### src/rtl/apm_pkg.sv
`timescale 1ns / 1ps

package apm_pkg;

	localparam int CHAR_W = 8;
	localparam int CODE_W = 6;
	localparam int PAT_W  = 60;
	localparam int LEN_W  = 4;
	localparam int MODE_W = 3;
	localparam int CNT_W  = 6;
	localparam int DATA_W = 64;
	localparam int ADDR_W = 6;
	localparam int REG_W  = 3;

	localparam logic [CNT_W-1:0] CNT_MAX = '1;

	localparam logic [MODE_W-1:0] MODE_PREFIX = 3'd0;
	localparam logic [MODE_W-1:0] MODE_SUFFIX = 3'd1;
	localparam logic [MODE_W-1:0] MODE_BOTH   = 3'd2;
	localparam logic [MODE_W-1:0] MODE_INSIDE = 3'd3;
	localparam logic [MODE_W-1:0] MODE_RUN    = 3'd4;

	localparam logic [REG_W-1:0] REG_MATCH_MODE     = 3'd0;
	localparam logic [REG_W-1:0] REG_FOLD_CASE      = 3'd1;
	localparam logic [REG_W-1:0] REG_FIRST_PATTERN  = 3'd2;
	localparam logic [REG_W-1:0] REG_FIRST_LENGTH   = 3'd3;
	localparam logic [REG_W-1:0] REG_SECOND_PATTERN = 3'd4;
	localparam logic [REG_W-1:0] REG_SECOND_LENGTH  = 3'd5;
	localparam logic [REG_W-1:0] REG_RUN_LENGTH     = 3'd6;

	localparam logic [CHAR_W-1:0] CH_UPPER_A = 8'h41;
	localparam logic [CHAR_W-1:0] CH_UPPER_Z = 8'h5A;
	localparam logic [CHAR_W-1:0] CH_CASE_OFS = 8'h20;

	localparam int B58_LEN = 58;
	// first character sits in the top byte
	localparam logic [CHAR_W*B58_LEN-1:0] B58_ALPHABET =
		"123456789ABCDEFGHJKLMNPQRSTUVWXYZabcdefghijkmnopqrstuvwxyz";

	function automatic logic [CHAR_W-1:0] fold_char(input logic [CHAR_W-1:0] c,
		input logic en);
		if (en && c >= CH_UPPER_A && c <= CH_UPPER_Z) begin
			return c + CH_CASE_OFS;
		end
		return c;
	endfunction

	function automatic logic code_eq(input logic [CODE_W-1:0] code,
		input logic [CHAR_W-1:0] c, input logic en);
		logic [CHAR_W-1:0] pc;
		pc = '0;
		if (int'(code) >= B58_LEN) begin
			return 1'b0;
		end
		pc = B58_ALPHABET[(B58_LEN - 1 - int'(code)) * CHAR_W +: CHAR_W];
		return fold_char(pc, en) == fold_char(c, en);
	endfunction

endpackage

### src/rtl/apm_if.sv
`timescale 1ns / 1ps

interface apm_in_if import apm_pkg::*; ();
	logic              valid;
	logic              ready;
	logic [CHAR_W-1:0] addr_char;
	logic              is_last;

	modport source (output valid, output addr_char, output is_last, input ready);
	modport sink   (input valid, input addr_char, input is_last, output ready);
endinterface

interface apm_out_if;
	logic valid;
	logic ready;
	logic matched;

	modport source (output valid, output matched, input ready);
	modport sink   (input valid, input matched, output ready);
endinterface

### src/rtl/address_pattern_matcher_core.sv
`timescale 1ns / 1ps

// Vanity address matcher. Takes one address character per clock on char_stream
// and, for the beat flagged is_last, registers one match bit into the result
// queue that feeds match_stream. Every character is folded into the window,
// length counter and sticky flags in the cycle it is accepted, so the sustained
// rate is one character per cycle; a two-entry result queue sets ready, which
// drops only when two results are waiting. Registers sit on a 64-bit APB port
// at byte address 8*index; a write applies from the next accepted character on.
module address_pattern_matcher_core import apm_pkg::*; #(
	parameter int MAX_PATTERN  = 10,
	parameter int WINDOW_DEPTH = 12
) (
	input  logic              clk,
	input  logic              arst_n,
	apm_in_if.sink            char_stream,
	apm_out_if.source         match_stream,
	input  logic              psel,
	input  logic              penable,
	input  logic              pwrite,
	input  logic [ADDR_W-1:0] paddr,
	input  logic [DATA_W-1:0] pwdata,
	output logic [DATA_W-1:0] prdata,
	output logic              pready
);

	localparam int WIN_IDX_W = $clog2(WINDOW_DEPTH);
	localparam logic [LEN_W-1:0] MAXP = LEN_W'(MAX_PATTERN);
	localparam logic [LEN_W:0] WDEPTH = (LEN_W + 1)'(WINDOW_DEPTH);

	// configuration
	logic [MODE_W-1:0] match_mode_q;
	logic              fold_case_q;
	logic [PAT_W-1:0]  first_pattern_q;
	logic [LEN_W-1:0]  first_length_q;
	logic [PAT_W-1:0]  second_pattern_q;
	logic [LEN_W-1:0]  second_length_q;
	logic [LEN_W-1:0]  run_length_q;

	logic cfg_wr;
	assign cfg_wr = psel && penable && pwrite && pready;
	assign pready = 1'b1;

	always_ff @(posedge clk or negedge arst_n) begin
		if (!arst_n) begin
			match_mode_q     <= MODE_PREFIX;
			fold_case_q      <= 1'b0;
			first_pattern_q  <= '0;
			first_length_q   <= LEN_W'(1);
			second_pattern_q <= '0;
			second_length_q  <= LEN_W'(1);
			run_length_q     <= LEN_W'(3);
		end else if (cfg_wr) begin
			unique case (paddr[ADDR_W-1:3])
				REG_MATCH_MODE:     match_mode_q     <= pwdata[MODE_W-1:0];
				REG_FOLD_CASE:      fold_case_q      <= pwdata[0];
				REG_FIRST_PATTERN:  first_pattern_q  <= pwdata[PAT_W-1:0];
				REG_FIRST_LENGTH:   first_length_q   <= pwdata[LEN_W-1:0];
				REG_SECOND_PATTERN: second_pattern_q <= pwdata[PAT_W-1:0];
				REG_SECOND_LENGTH:  second_length_q  <= pwdata[LEN_W-1:0];
				REG_RUN_LENGTH:     run_length_q     <= pwdata[LEN_W-1:0];
				default: begin
				end
			endcase
		end
	end

	always_comb begin
		unique case (paddr[ADDR_W-1:3])
			REG_MATCH_MODE:     prdata = DATA_W'(match_mode_q);
			REG_FOLD_CASE:      prdata = DATA_W'(fold_case_q);
			REG_FIRST_PATTERN:  prdata = DATA_W'(first_pattern_q);
			REG_FIRST_LENGTH:   prdata = DATA_W'(first_length_q);
			REG_SECOND_PATTERN: prdata = DATA_W'(second_pattern_q);
			REG_SECOND_LENGTH:  prdata = DATA_W'(second_length_q);
			REG_RUN_LENGTH:     prdata = DATA_W'(run_length_q);
			default:            prdata = '0;
		endcase
	end

	// per-address state
	logic [CHAR_W-1:0] win_q [WINDOW_DEPTH];
	logic [CNT_W-1:0]  count_q;
	logic              head_ok_q;
	logic              found_q;

	// result queue
	logic [1:0] rq_cnt_q;
	logic       rq_data0_q;
	logic       rq_data1_q;

	logic acc, push, pop;
	assign char_stream.ready = (rq_cnt_q != 2'd2);
	assign acc  = char_stream.valid && char_stream.ready;
	assign push = acc && char_stream.is_last;
	assign pop  = match_stream.valid && match_stream.ready;
	assign match_stream.valid   = (rq_cnt_q != 2'd0);
	assign match_stream.matched = rq_data0_q;

	logic [LEN_W-1:0]  l1, l2;
	logic [LEN_W:0]    run_n;
	logic [CHAR_W-1:0] win_n [WINDOW_DEPTH];
	logic [CNT_W-1:0]  count_n;
	logic              head_ok_n, found_n;
	logic              first_hit, second_hit, run_hit, pre, m;
	logic [CHAR_W-1:0] sel;

	always_comb begin
		l1 = (first_length_q > MAXP) ? MAXP : first_length_q;
		l2 = (second_length_q > MAXP) ? MAXP : second_length_q;
		run_n = ({1'b0, run_length_q} > WDEPTH) ? WDEPTH : {1'b0, run_length_q};

		// leading characters checked at their own position
		head_ok_n = head_ok_q;
		for (int i = 0; i < MAX_PATTERN; i++) begin
			if (count_q == CNT_W'(i) && CNT_W'(i) < CNT_W'(l1) &&
				!code_eq(first_pattern_q[CODE_W*i +: CODE_W], char_stream.addr_char,
					fold_case_q)) begin
				head_ok_n = 1'b0;
			end
		end

		win_n[0] = char_stream.addr_char;
		for (int i = 1; i < WINDOW_DEPTH; i++) begin
			win_n[i] = win_q[i-1];
		end
		count_n = (count_q == CNT_MAX) ? count_q : count_q + CNT_W'(1);

		// pattern code i lines up with window slot len-1-i
		first_hit  = (count_n >= CNT_W'(l1));
		second_hit = (count_n >= CNT_W'(l2));
		sel = '0;
		for (int i = 0; i < MAX_PATTERN; i++) begin
			if (i < int'(l1)) begin
				sel = win_n[WIN_IDX_W'(int'(l1) - 1 - i)];
				if (!code_eq(first_pattern_q[CODE_W*i +: CODE_W], sel, fold_case_q)) begin
					first_hit = 1'b0;
				end
			end
			if (i < int'(l2)) begin
				sel = win_n[WIN_IDX_W'(int'(l2) - 1 - i)];
				if (!code_eq(second_pattern_q[CODE_W*i +: CODE_W], sel, fold_case_q)) begin
					second_hit = 1'b0;
				end
			end
		end
		found_n = found_q || (l1 != '0 && first_hit);

		run_hit = (run_n > (LEN_W + 1)'(1)) && (count_n >= CNT_W'(run_n));
		for (int i = 1; i < WINDOW_DEPTH; i++) begin
			if (i < int'(run_n) && win_n[i] != win_n[0]) begin
				run_hit = 1'b0;
			end
		end

		pre = head_ok_n && (count_n >= CNT_W'(l1));
		unique case (match_mode_q)
			MODE_PREFIX: m = pre;
			MODE_SUFFIX: m = second_hit;
			MODE_BOTH:   m = pre && second_hit;
			MODE_INSIDE: m = (l1 == '0) || found_n;
			MODE_RUN:    m = run_hit;
			default:     m = 1'b0;
		endcase
	end

	always_ff @(posedge clk or negedge arst_n) begin
		if (!arst_n) begin
			for (int i = 0; i < WINDOW_DEPTH; i++) begin
				win_q[i] <= '0;
			end
			count_q   <= '0;
			head_ok_q <= 1'b1;
			found_q   <= 1'b0;
		end else if (acc) begin
			if (char_stream.is_last) begin
				for (int i = 0; i < WINDOW_DEPTH; i++) begin
					win_q[i] <= '0;
				end
				count_q   <= '0;
				head_ok_q <= 1'b1;
				found_q   <= 1'b0;
			end else begin
				win_q     <= win_n;
				count_q   <= count_n;
				head_ok_q <= head_ok_n;
				found_q   <= found_n;
			end
		end
	end

	always_ff @(posedge clk or negedge arst_n) begin
		if (!arst_n) begin
			rq_cnt_q <= 2'd0;
		end else begin
			if (push && !pop) begin
				rq_cnt_q <= rq_cnt_q + 2'd1;
			end else if (pop && !push) begin
				rq_cnt_q <= rq_cnt_q - 2'd1;
			end
		end
	end

	always_ff @(posedge clk) begin
		if (push && !pop) begin
			if (rq_cnt_q == 2'd0) begin
				rq_data0_q <= m;
			end else begin
				rq_data1_q <= m;
			end
		end else if (pop && !push) begin
			rq_data0_q <= rq_data1_q;
		end else if (push && pop) begin
			if (rq_cnt_q == 2'd1) begin
				rq_data0_q <= m;
			end else begin
				rq_data0_q <= rq_data1_q;
				rq_data1_q <= m;
			end
		end
	end

	a_rq_bound: assert property (@(posedge clk) disable iff (!arst_n)
		rq_cnt_q != 2'd3)
		else $error("result queue overflow");

	a_no_result_mid: assert property (@(posedge clk) disable iff (!arst_n)
		(acc && !char_stream.is_last && !pop) |=> $stable(rq_cnt_q))
		else $error("result created without a last beat");

	a_clear_after_last: assert property (@(posedge clk) disable iff (!arst_n)
		(acc && char_stream.is_last) |=> (count_q == '0 && head_ok_q && !found_q))
		else $error("address state not cleared after last beat");

	a_pop_valid: assert property (@(posedge clk) disable iff (!arst_n)
		(pop && !push) |=> (rq_cnt_q == $past(rq_cnt_q) - 2'd1))
		else $error("result queue count slip on pop");

endmodule
### src/flat_wrapper.sv
// flat-port wrapper written by rule: the top's interface ports become plain ports
module address_pattern_matcher_core_flat import apm_pkg::*;
#(
	parameter int MAX_PATTERN  = 10,
	parameter int WINDOW_DEPTH = 12
)
  (clk, arst_n, psel, penable, pwrite, paddr, pwdata, prdata, pready, char_stream_valid, char_stream_addr_char, char_stream_is_last, char_stream_ready, match_stream_valid, match_stream_matched, match_stream_ready);
  apm_in_if char_stream_i ();
  apm_out_if match_stream_i ();
  input  logic clk;
  input  logic arst_n;
  input  logic psel;
  input  logic penable;
  input  logic pwrite;
  input  logic [ADDR_W-1:0] paddr;
  input  logic [DATA_W-1:0] pwdata;
  output logic [DATA_W-1:0] prdata;
  output logic pready;
  input wire logic [$bits(char_stream_i.valid)-1:0] char_stream_valid;
  input wire logic [$bits(char_stream_i.addr_char)-1:0] char_stream_addr_char;
  input wire logic [$bits(char_stream_i.is_last)-1:0] char_stream_is_last;
  output wire logic [$bits(char_stream_i.ready)-1:0] char_stream_ready;
  output wire logic [$bits(match_stream_i.valid)-1:0] match_stream_valid;
  output wire logic [$bits(match_stream_i.matched)-1:0] match_stream_matched;
  input wire logic [$bits(match_stream_i.ready)-1:0] match_stream_ready;
  assign char_stream_i.valid = char_stream_valid;
  assign char_stream_i.addr_char = char_stream_addr_char;
  assign char_stream_i.is_last = char_stream_is_last;
  assign char_stream_ready = char_stream_i.ready;
  assign match_stream_valid = match_stream_i.valid;
  assign match_stream_matched = match_stream_i.matched;
  assign match_stream_i.ready = match_stream_ready;
  address_pattern_matcher_core #(.MAX_PATTERN(MAX_PATTERN), .WINDOW_DEPTH(WINDOW_DEPTH)) u_core (.clk(clk), .arst_n(arst_n), .char_stream(char_stream_i), .match_stream(match_stream_i), .psel(psel), .penable(penable), .pwrite(pwrite), .paddr(paddr), .pwdata(pwdata), .prdata(prdata), .pready(pready));
endmodule
### config.mk
export PLATFORM = sky130hd
export DESIGN_NAME = address_pattern_matcher_core_flat
export DESIGN_NICKNAME = d
export VERILOG_FILES = /design/src/rtl/apm_pkg.sv /design/src/rtl/apm_if.sv /design/src/rtl/address_pattern_matcher_core.sv /design/src/flat_wrapper.sv
export SDC_FILE = /design/constraint.sdc
export NUM_CORES = 2
export LEC_CHECK = 0
export CAP_MARGIN = 15
export CORE_UTILIZATION = 30
export CTS_CLUSTER_SIZE = 14
export DETAILED_ROUTE_END_ITERATION = 8
export DONT_BUFFER_PORTS = 1
export GPL_TIMING_DRIVEN = 0
export PLACE_DENSITY_LB_ADDON = 0.12
export SLEW_MARGIN = 20
export SYNTH_ARGS = -nofsm -noshare
export SYNTH_HDL_FRONTEND = slang
export SYNTH_SLANG_ARGS = --single-unit
### constraint.sdc
create_clock -name clk -period 15.95 [get_ports clk]
set_clock_uncertainty 0.15 [all_clocks]
set_input_delay 1.595 -clock clk [delete_from_list [all_inputs] [get_ports clk]]
set_output_delay 1.595 -clock clk [all_outputs]
set_load 0.1 [all_outputs]
**Word-level counts from Yosys, hierarchy flattened**

Index checks and enable logic that the tools add are counted.

- Add/subtract/negate cells: 84
- Magnitude comparators: 170
- Equality and inequality tests: 67
- Shift-type cells: 20
- Mux-type cells: 595
- Bitwise gates (word level): 20
- Reductions and logical operators: 158

Operators by type and width:

| kind | count |
|---|---|
| $shiftx 464x32->8 const A | 19 |
| $mux 8 | 241 |
| $bmux 8 s4 | 20 |
| $shiftx 464x10->8 const A | 1 |
| $pmux 60 s7 | 1 |
| $add 8x6->8 const B | 41 |
| $ge 8x7->1 const B | 41 |
| $le 8x7->1 const B | 41 |
| $mux 1 | 324 |
| $eq 8x8->1 | 30 |
| $sub 6x6->7 const A | 20 |
| $logic_and 1x1->1 | 125 |
| $ge 6x6->1 const B | 20 |
| $ge 4x5->1 const B | 20 |
| $mux 96 | 1 |
| $ne 8x8->1 | 11 |
| $not 4->4 | 20 |
| $lt 3x4->1 const A | 12 |
| $sub 4x4->4 const B | 12 |
| $eq 6x3->1 const B | 4 |
| $lt 1x4->1 const A | 6 |
| $lt 2x4->1 const A | 6 |
| $lt 4x4->1 const A | 6 |
| $lt 3x5->1 const A | 4 |
| other kinds (38) | 88 |

- Register bits: 236
- Input bits: 86
- Output and inout port bits: 68
- Word-level logic and storage cells: 1138

**Longest topological paths before layout**

- Word-level depth: 47
- Gate-level depth with buffers: 33
- Mapped depth without buffers: 22

**Least setup slack after synthesis**

No wires, ideal clock.

- Path type: reg2reg
- Start: register u_core.second_length_q[1]
- End: register u_core.rq_data0_q, in the netlist u_core.match_stream.matched (data pin)
- Setup time: 0.154 ns
- Arrival time: 6.516 ns
- Data required time: 15.646 ns
- Setup slack: 9.130 ns
- Stages on the path, launching flop included: 30
- Buffers on the path: 10
- Period minus slack after synthesis: 6.820 ns
- Path through: dfrtp_1 -> buf_4 -> buf_4 -> buf_6 -> a21o_1 -> inv_1 -> buf_2 -> buf_2 -> buf_2 -> buf_2 -> ha_1 -> buf_2 -> inv_2 -> xnor2_4 -> clkbuf_1 -> ha_1 -> clkbuf_1 -> xnor3_1 -> nand2_1 -> o221ai_1 -> or4_1 -> o21ai_1 -> o31ai_4 -> xnor2_1 -> o31a_1 -> o211a_1 -> nor4_1 -> a31oi_1 -> a2111o_1 -> a41oi_2

- Longest elaborated chain between the ends: 45
- Elaborated cells between the ends (all ways): 240
- Those cells by class: add/sub: 20; order compare: 32; eq/ne: 10; mux: 147; bitwise: 10; reduce/logical: 21

Ends and longest elaborated chain:

| item | RTL line | source |
|---|---|---|
| start: declaration | address_pattern_matcher_core.sv:37 | `logic [LEN_W-1:0] second_length_q;` |
| start signal: assignment | address_pattern_matcher_core.sv:60 | `REG_SECOND_LENGTH: second_length_q <= pwdata[LEN_W-1:0];` |
| $gt 4x4->1 | address_pattern_matcher_core.sv:110 | `l2 = (second_length_q > MAXP) ? MAXP : second_length_q;` |
| $mux 4 * | address_pattern_matcher_core.sv:110 |  |
| parallel branches: the longest is 36 deep, another holds $ge 8x7->1 | -- |  |
| $mux 1 * | address_pattern_matcher_core.sv:140 | `if (i < int'(l2)) begin` |
| $logic_and 1x1->1 | address_pattern_matcher_core.sv:160 | `MODE_BOTH: m = pre && second_hit;` |
| $pmux 1 s5 * | address_pattern_matcher_core.sv:157 | `unique case (match_mode_q)` |
| $mux 1 | address_pattern_matcher_core.sv:214 | `if (rq_cnt_q == 2'd1) begin` |
| $mux 1 | address_pattern_matcher_core.sv:213 | `end else if (push && pop) begin` |
| $mux 1 | address_pattern_matcher_core.sv:211 | `end else if (pop && !push) begin` |
| $mux 1 * | address_pattern_matcher_core.sv:205 | `if (push && !pop) begin` |
| end signal: assignment | address_pattern_matcher_core.sv:207 | `rq_data0_q <= m;` |
| end signal: assignment | address_pattern_matcher_core.sv:212 | `rq_data0_q <= rq_data1_q;` |
| end signal: assignment | address_pattern_matcher_core.sv:215 | `rq_data0_q <= m;` |
| end: declaration | address_pattern_matcher_core.sv:89 | `logic rq_data0_q;` |

Mark *: on every way between the ends. The select of a mux whose other input is x is not followed.
A chain may end at the register's enable or synchronous reset.

**Worst setup path after layout**

- Start: register u_core.first_length_q[1]
- End: register u_core.rq_data0_q, in the netlist u_core.match_stream.matched (data pin)

- Longest elaborated chain between the ends: 47
- Elaborated cells between the ends (all ways): 286
- Those cells by class: add/sub: 20; order compare: 42; eq/ne: 10; mux: 157; bitwise: 10; reduce/logical: 47

Ends and longest elaborated chain:

| item | RTL line | source |
|---|---|---|
| start: declaration | address_pattern_matcher_core.sv:35 | `logic [LEN_W-1:0] first_length_q;` |
| start signal: assignment | address_pattern_matcher_core.sv:58 | `REG_FIRST_LENGTH: first_length_q <= pwdata[LEN_W-1:0];` |
| $gt 4x4->1 | address_pattern_matcher_core.sv:109 | `l1 = (first_length_q > MAXP) ? MAXP : first_length_q;` |
| $mux 4 * | address_pattern_matcher_core.sv:109 |  |
| parallel branches: the longest is 40 deep, another holds $ge 8x7->1 | -- |  |
| $pmux 1 s5 * | address_pattern_matcher_core.sv:157 |  |
| $mux 1 | address_pattern_matcher_core.sv:214 |  |
| $mux 1 | address_pattern_matcher_core.sv:213 |  |
| $mux 1 | address_pattern_matcher_core.sv:211 |  |
| $mux 1 * | address_pattern_matcher_core.sv:205 |  |

Marked as above.

==> metrics.md <==
| Metric | Value |
|---|---|
| Peak supply drop | 0.0936 mV |
| Worst-Margin Slew | 1.42 ns |
| Mapped Avg Cell Area | 7.05 um^2 |
| Vias in the first global route | 52900 |
| Synth Register Bits | 236 |
| Fin util | 33.0% |
| Synth Area in Compound Gates | 34.5% |
| Hold-fix buffers at CTS | 0 |
| Maximum fanout along the worst path | 13 |
| Worst hold path startpoint | u_core.found_q$_DFFE_PN0P_ |
| Max_slew headroom | 5.22% |
| Clock slew at reported path FFs | 0.07 ns |
| Worst setup path class | reg2reg |
| LEAKAGE | 18.6 nW |
| Register area share after synthesis | 12.5% |
| DR DRC count | 0 |
| Setup slack after layout | 5.58 ns |
| Mapped cell area | 0.0473 mm^2 |
| Synth Instances | 6715 |
| Hold Path Class | reg2reg |
| Max-cap violations | 0 |
| Synth Area in Simple Gates | 25.7% |
| Reg2Reg Launch Point | u_core.first_length_q[1]$_DFFE_PN0P_ |
| Main combinational cell family by area after synthesis | compound AO/OA/AOI/OAI gates |
| Pin count of the biggest net entering global routing | 235 |
| Power Density | 199 mW/mm^2 |
| Setup crit start kind | flop |
| Post-synthesis cell type count | 129 |
| Sum Neg Setup Slack | 0 ns |
| Crit. End Element | flop |
| IO buf count | 0 |
| Xor-xnor portion of the synthesized cell area | 8.74% |
| CP bufs+invs | 11 |
| Min Clock Period, post-route | 10.37 ns |
| Row Count | 145 |
| CTS tree | done |
| Cts bufs inserted | 37 |
| Placed cell area | 0.0503 mm^2 |
| RSZ-0062 raised after global routing | no |
| Post-synthesis adder-cell area fraction | 2.71% |
| Root Driver | clkbuf_16 |
| Power Total | 10.3 mW |
| Area contributors post-synth | dfrtp_1 (12%), nand2_1 (6.1%), xnor2_1 (5.2%), o21ai_0 (4.6%), o211ai_1 (4.3%) |
| Yosys Warn Count | 0 |
| Post-Route WL | 296000 um |
| Largest stage delay, worst path | 0.82 ns |
| Fmax achieved | 0.0964 GHz |
| Starting Density | 30.3% |
| Nets | 6960 |
| Area delta synth->final | 9.02% |
| Multi-input logic area | 0.0377 mm^2 |
| Hold Path Sink | u_core.found_q$_DFFE_PN0P_ |
| H-tree depth | 2 |
| Via density | 6.62 |
| Worst EP arrival | 10.73 ns |
| Register Area | 0.00592 mm^2 |
| Initial antenna violation count | 17 |
| Die area | 0.159 mm^2 |
| CP dominant cell by count | buf_2 |
| Hold path cells | 1 |
| Worst slack, placed | 6.06 ns |
| Max-slew violations | 0 |
| Main synth FF type | dfrtp_1 |
| Gr ovfl total | 0 |
| All-Layer GR Usage | 35.6% |
| Crit path depth | 29 |
| Final Instance Area | 0.0516 mm^2 |
| DR pass1 iterations | 9 |
| DRT iter0 DRCs | 8204 |
| Crit path required time | 16.31 ns |
| Die width | 399 um |
| Post-CTS Setup Bufs | 0 |
| Vias | 58700 |
| Share of cells above drive strength 1 | 9.84% |
| Die height | 399 um |
| Clk sinks | 236 |
| First-pass GRT wire length | 411000 um |
| Placer Congestion | 1.05 |
| Core area | 0.156 mm^2 |
| Filler cell count | 17000 |
| Final ANT Viol Nets | 0 |
| Synth area leader | dfrtp_1 |
| CTS resizes | 0 |
| WL/cell | 33.4 um |
| Top cell type's share of synthesized area | 12.1% |
| CTS max path bufs | 3 |
| FFs w/ async S/R, synth | 99.2% |
| R2r endpoint | u_core.match_stream.matched$_DFFE_PP_ |
| Final setup vio count | 0 |
| R2R depth | 29 |
| DP HPWL | 226000 um |
| Mux cell area share after synthesis | 7.78% |
| Top Ports | 154 |
| Reg2reg setup slack | 5.58 ns |
| Worst-skew pair later-pin latency | 0.66 ns |
| Largest delay share family, worst path | compound AO/OA/AOI/OAI gates |
| Status | finished clean |
| Post-synth EDFFs | 2 |
| Fin. Hold Viols | 0 |
| Slowest stage cell, crit path | a2111oi_1 |
| Final Cycle Share | 65.0% |
## cell type report
cell class,count,area share [%]
multi-input cells,5568,73.1
flip-flops and latches,236,11.5
plain buffers,706,6.07
well taps,2058,4.99
clock buffers,50,2.06
inverters,208,1.51
clock inverters,17,0.451
repair buffers,17,0.284
diodes,5,0.0243
## worst max path at each step
| stage | endpoint | slack (ns) | from |
|---|---|---|---|
| after floorplan | u_core.match_stream.matched$_DFFE_PP_ | 9.13 | u_core.second_length_q[1]$_DFFE_PN0P_ |
| after global placement | u_core.match_stream.matched$_DFFE_PP_ | 5.71 | u_core.first_length_q[1]$_DFFE_PN0P_ |
| after detailed placement | u_core.match_stream.matched$_DFFE_PP_ | 6.06 | u_core.first_length_q[1]$_DFFE_PN0P_ |
| after CTS | u_core.match_stream.matched$_DFFE_PP_ | 6.04 | u_core.first_length_q[1]$_DFFE_PN0P_ |
| after global routing | u_core.match_stream.matched$_DFFE_PP_ | 5.32 | u_core.first_length_q[1]$_DFFE_PN0P_ |
| final | u_core.match_stream.matched$_DFFE_PP_ | 5.58 | u_core.first_length_q[1]$_DFFE_PN0P_ |
## cells in the mapped netlist, types with 78 or more instances
master and count:
nand3b_1 107, o21ai_0 436, mux2i_1 155, nand2b_1 177, nor2_1 427, a31oi_1 97, nand2_1 765, a211oi_1 82
o31ai_1 92, nand4_1 83, nand3_1 201, nor3_1 186, o22ai_1 78, mux2_2 98, ha_1 100, inv_1 184
a21oi_1 336, xor2_1 163, xnor2_1 282, o2111ai_1 100, buf_2 149, clkbuf_1 436, a22o_1 89, o211ai_1 271
dfrtp_1 229
## power by group
part           internal [mW]  leakage (nW)  switching [mW]  total, mW
Clock                  0.524         0.634           0.401      0.925
Combinational           2.67          15.0            5.83       8.50
Sequential             0.706          2.98           0.130      0.836
Total                   3.90          18.6            6.36       10.3
## layer usage
metal / wire length (um) / track usage, %
met1: 123000 / 47.9
met2: 122000 / 51.9
met3: 32300 / 8.60
met4: 18900 / 19.3
met5: 84 / 0
## placed cells by master, fill, tap and decap left out, types with 65 or more instances in the layout
cell type / netlist / final
clkbuf_1: 436 / 391
mux2i_1: 155 / 155
nand2_1: 765 / 765
a21oi_1: 336 / 333
ha_1: 100 / 100
dfrtp_1: 229 / 229
o211ai_1: 271 / 271
nor2_1: 427 / 427
a211oi_1: 82 / 81
nand3b_1: 107 / 107
a31oi_1: 97 / 97
mux2_2: 98 / 98
buf_2: 149 / 162
o221ai_1: 74 / 73
nor3_1: 186 / 184
nor2b_1: 65 / 65
xor2_1: 163 / 163
inv_1: 184 / 184
nand3_1: 201 / 201
xnor2_1: 282 / 282
o21ai_0: 436 / 434
o31ai_1: 92 / 91
o22ai_1: 78 / 78
nand4_1: 83 / 83
o2111ai_1: 100 / 100
a22o_1: 89 / 87
nand2b_1: 177 / 177
## metrics by stage
| stage | std cells | hold slack, ns |
|---|---|---|
| floorplan | 6718 | 0.306 |
| global placement | 8776 | 0.316 |
| detailed placement | 8792 | 0.323 |
| CTS | 8859 | 0.337 |
| global route | 8861 | 0.345 |
| finish | 8865 | 0.336 |
## worst reg2reg max path: cells and delay by family, from the launching register on
family / cells / cell delay (ns)
compound gates: 9 / 3.73
buf+inv: 11 / 3.63
fa+ha+maj: 3 / 0.95
simple gates: 4 / 0.82
flops: 1 / 0.62
mux: 1 / 0.19
xor+xnor: 1 / 0.17
## flip-flops by register name (all words and copies together) (netlist names)
name and count:
u_core.win_n 88, u_core.first_pattern_q 60, u_core.second_pattern_q 60, u_core.count_q 6
u_core.first_length_q 4, u_core.run_length_q 4, u_core.second_length_q 4, u_core.match_mode_q 3
u_core.rq_cnt_q 2, u_core.fold_case_q 1, u_core.found_q 1, u_core.head_ok_q 1
u_core.match_stream.matched 1, u_core.rq_data1_q 1
## kinds of logic after synthesis
group / after synthesis
AO/OA/AOI/OAI: 2293
XOR/XNOR: 457
adder cells (fa/ha/maj): 103
buffers and inverters: 914
flip-flops: 236
multiplexers: 300
other: 2
AND/OR/NAND/NOR: 2410
Power figures use the tool's default switching activity.
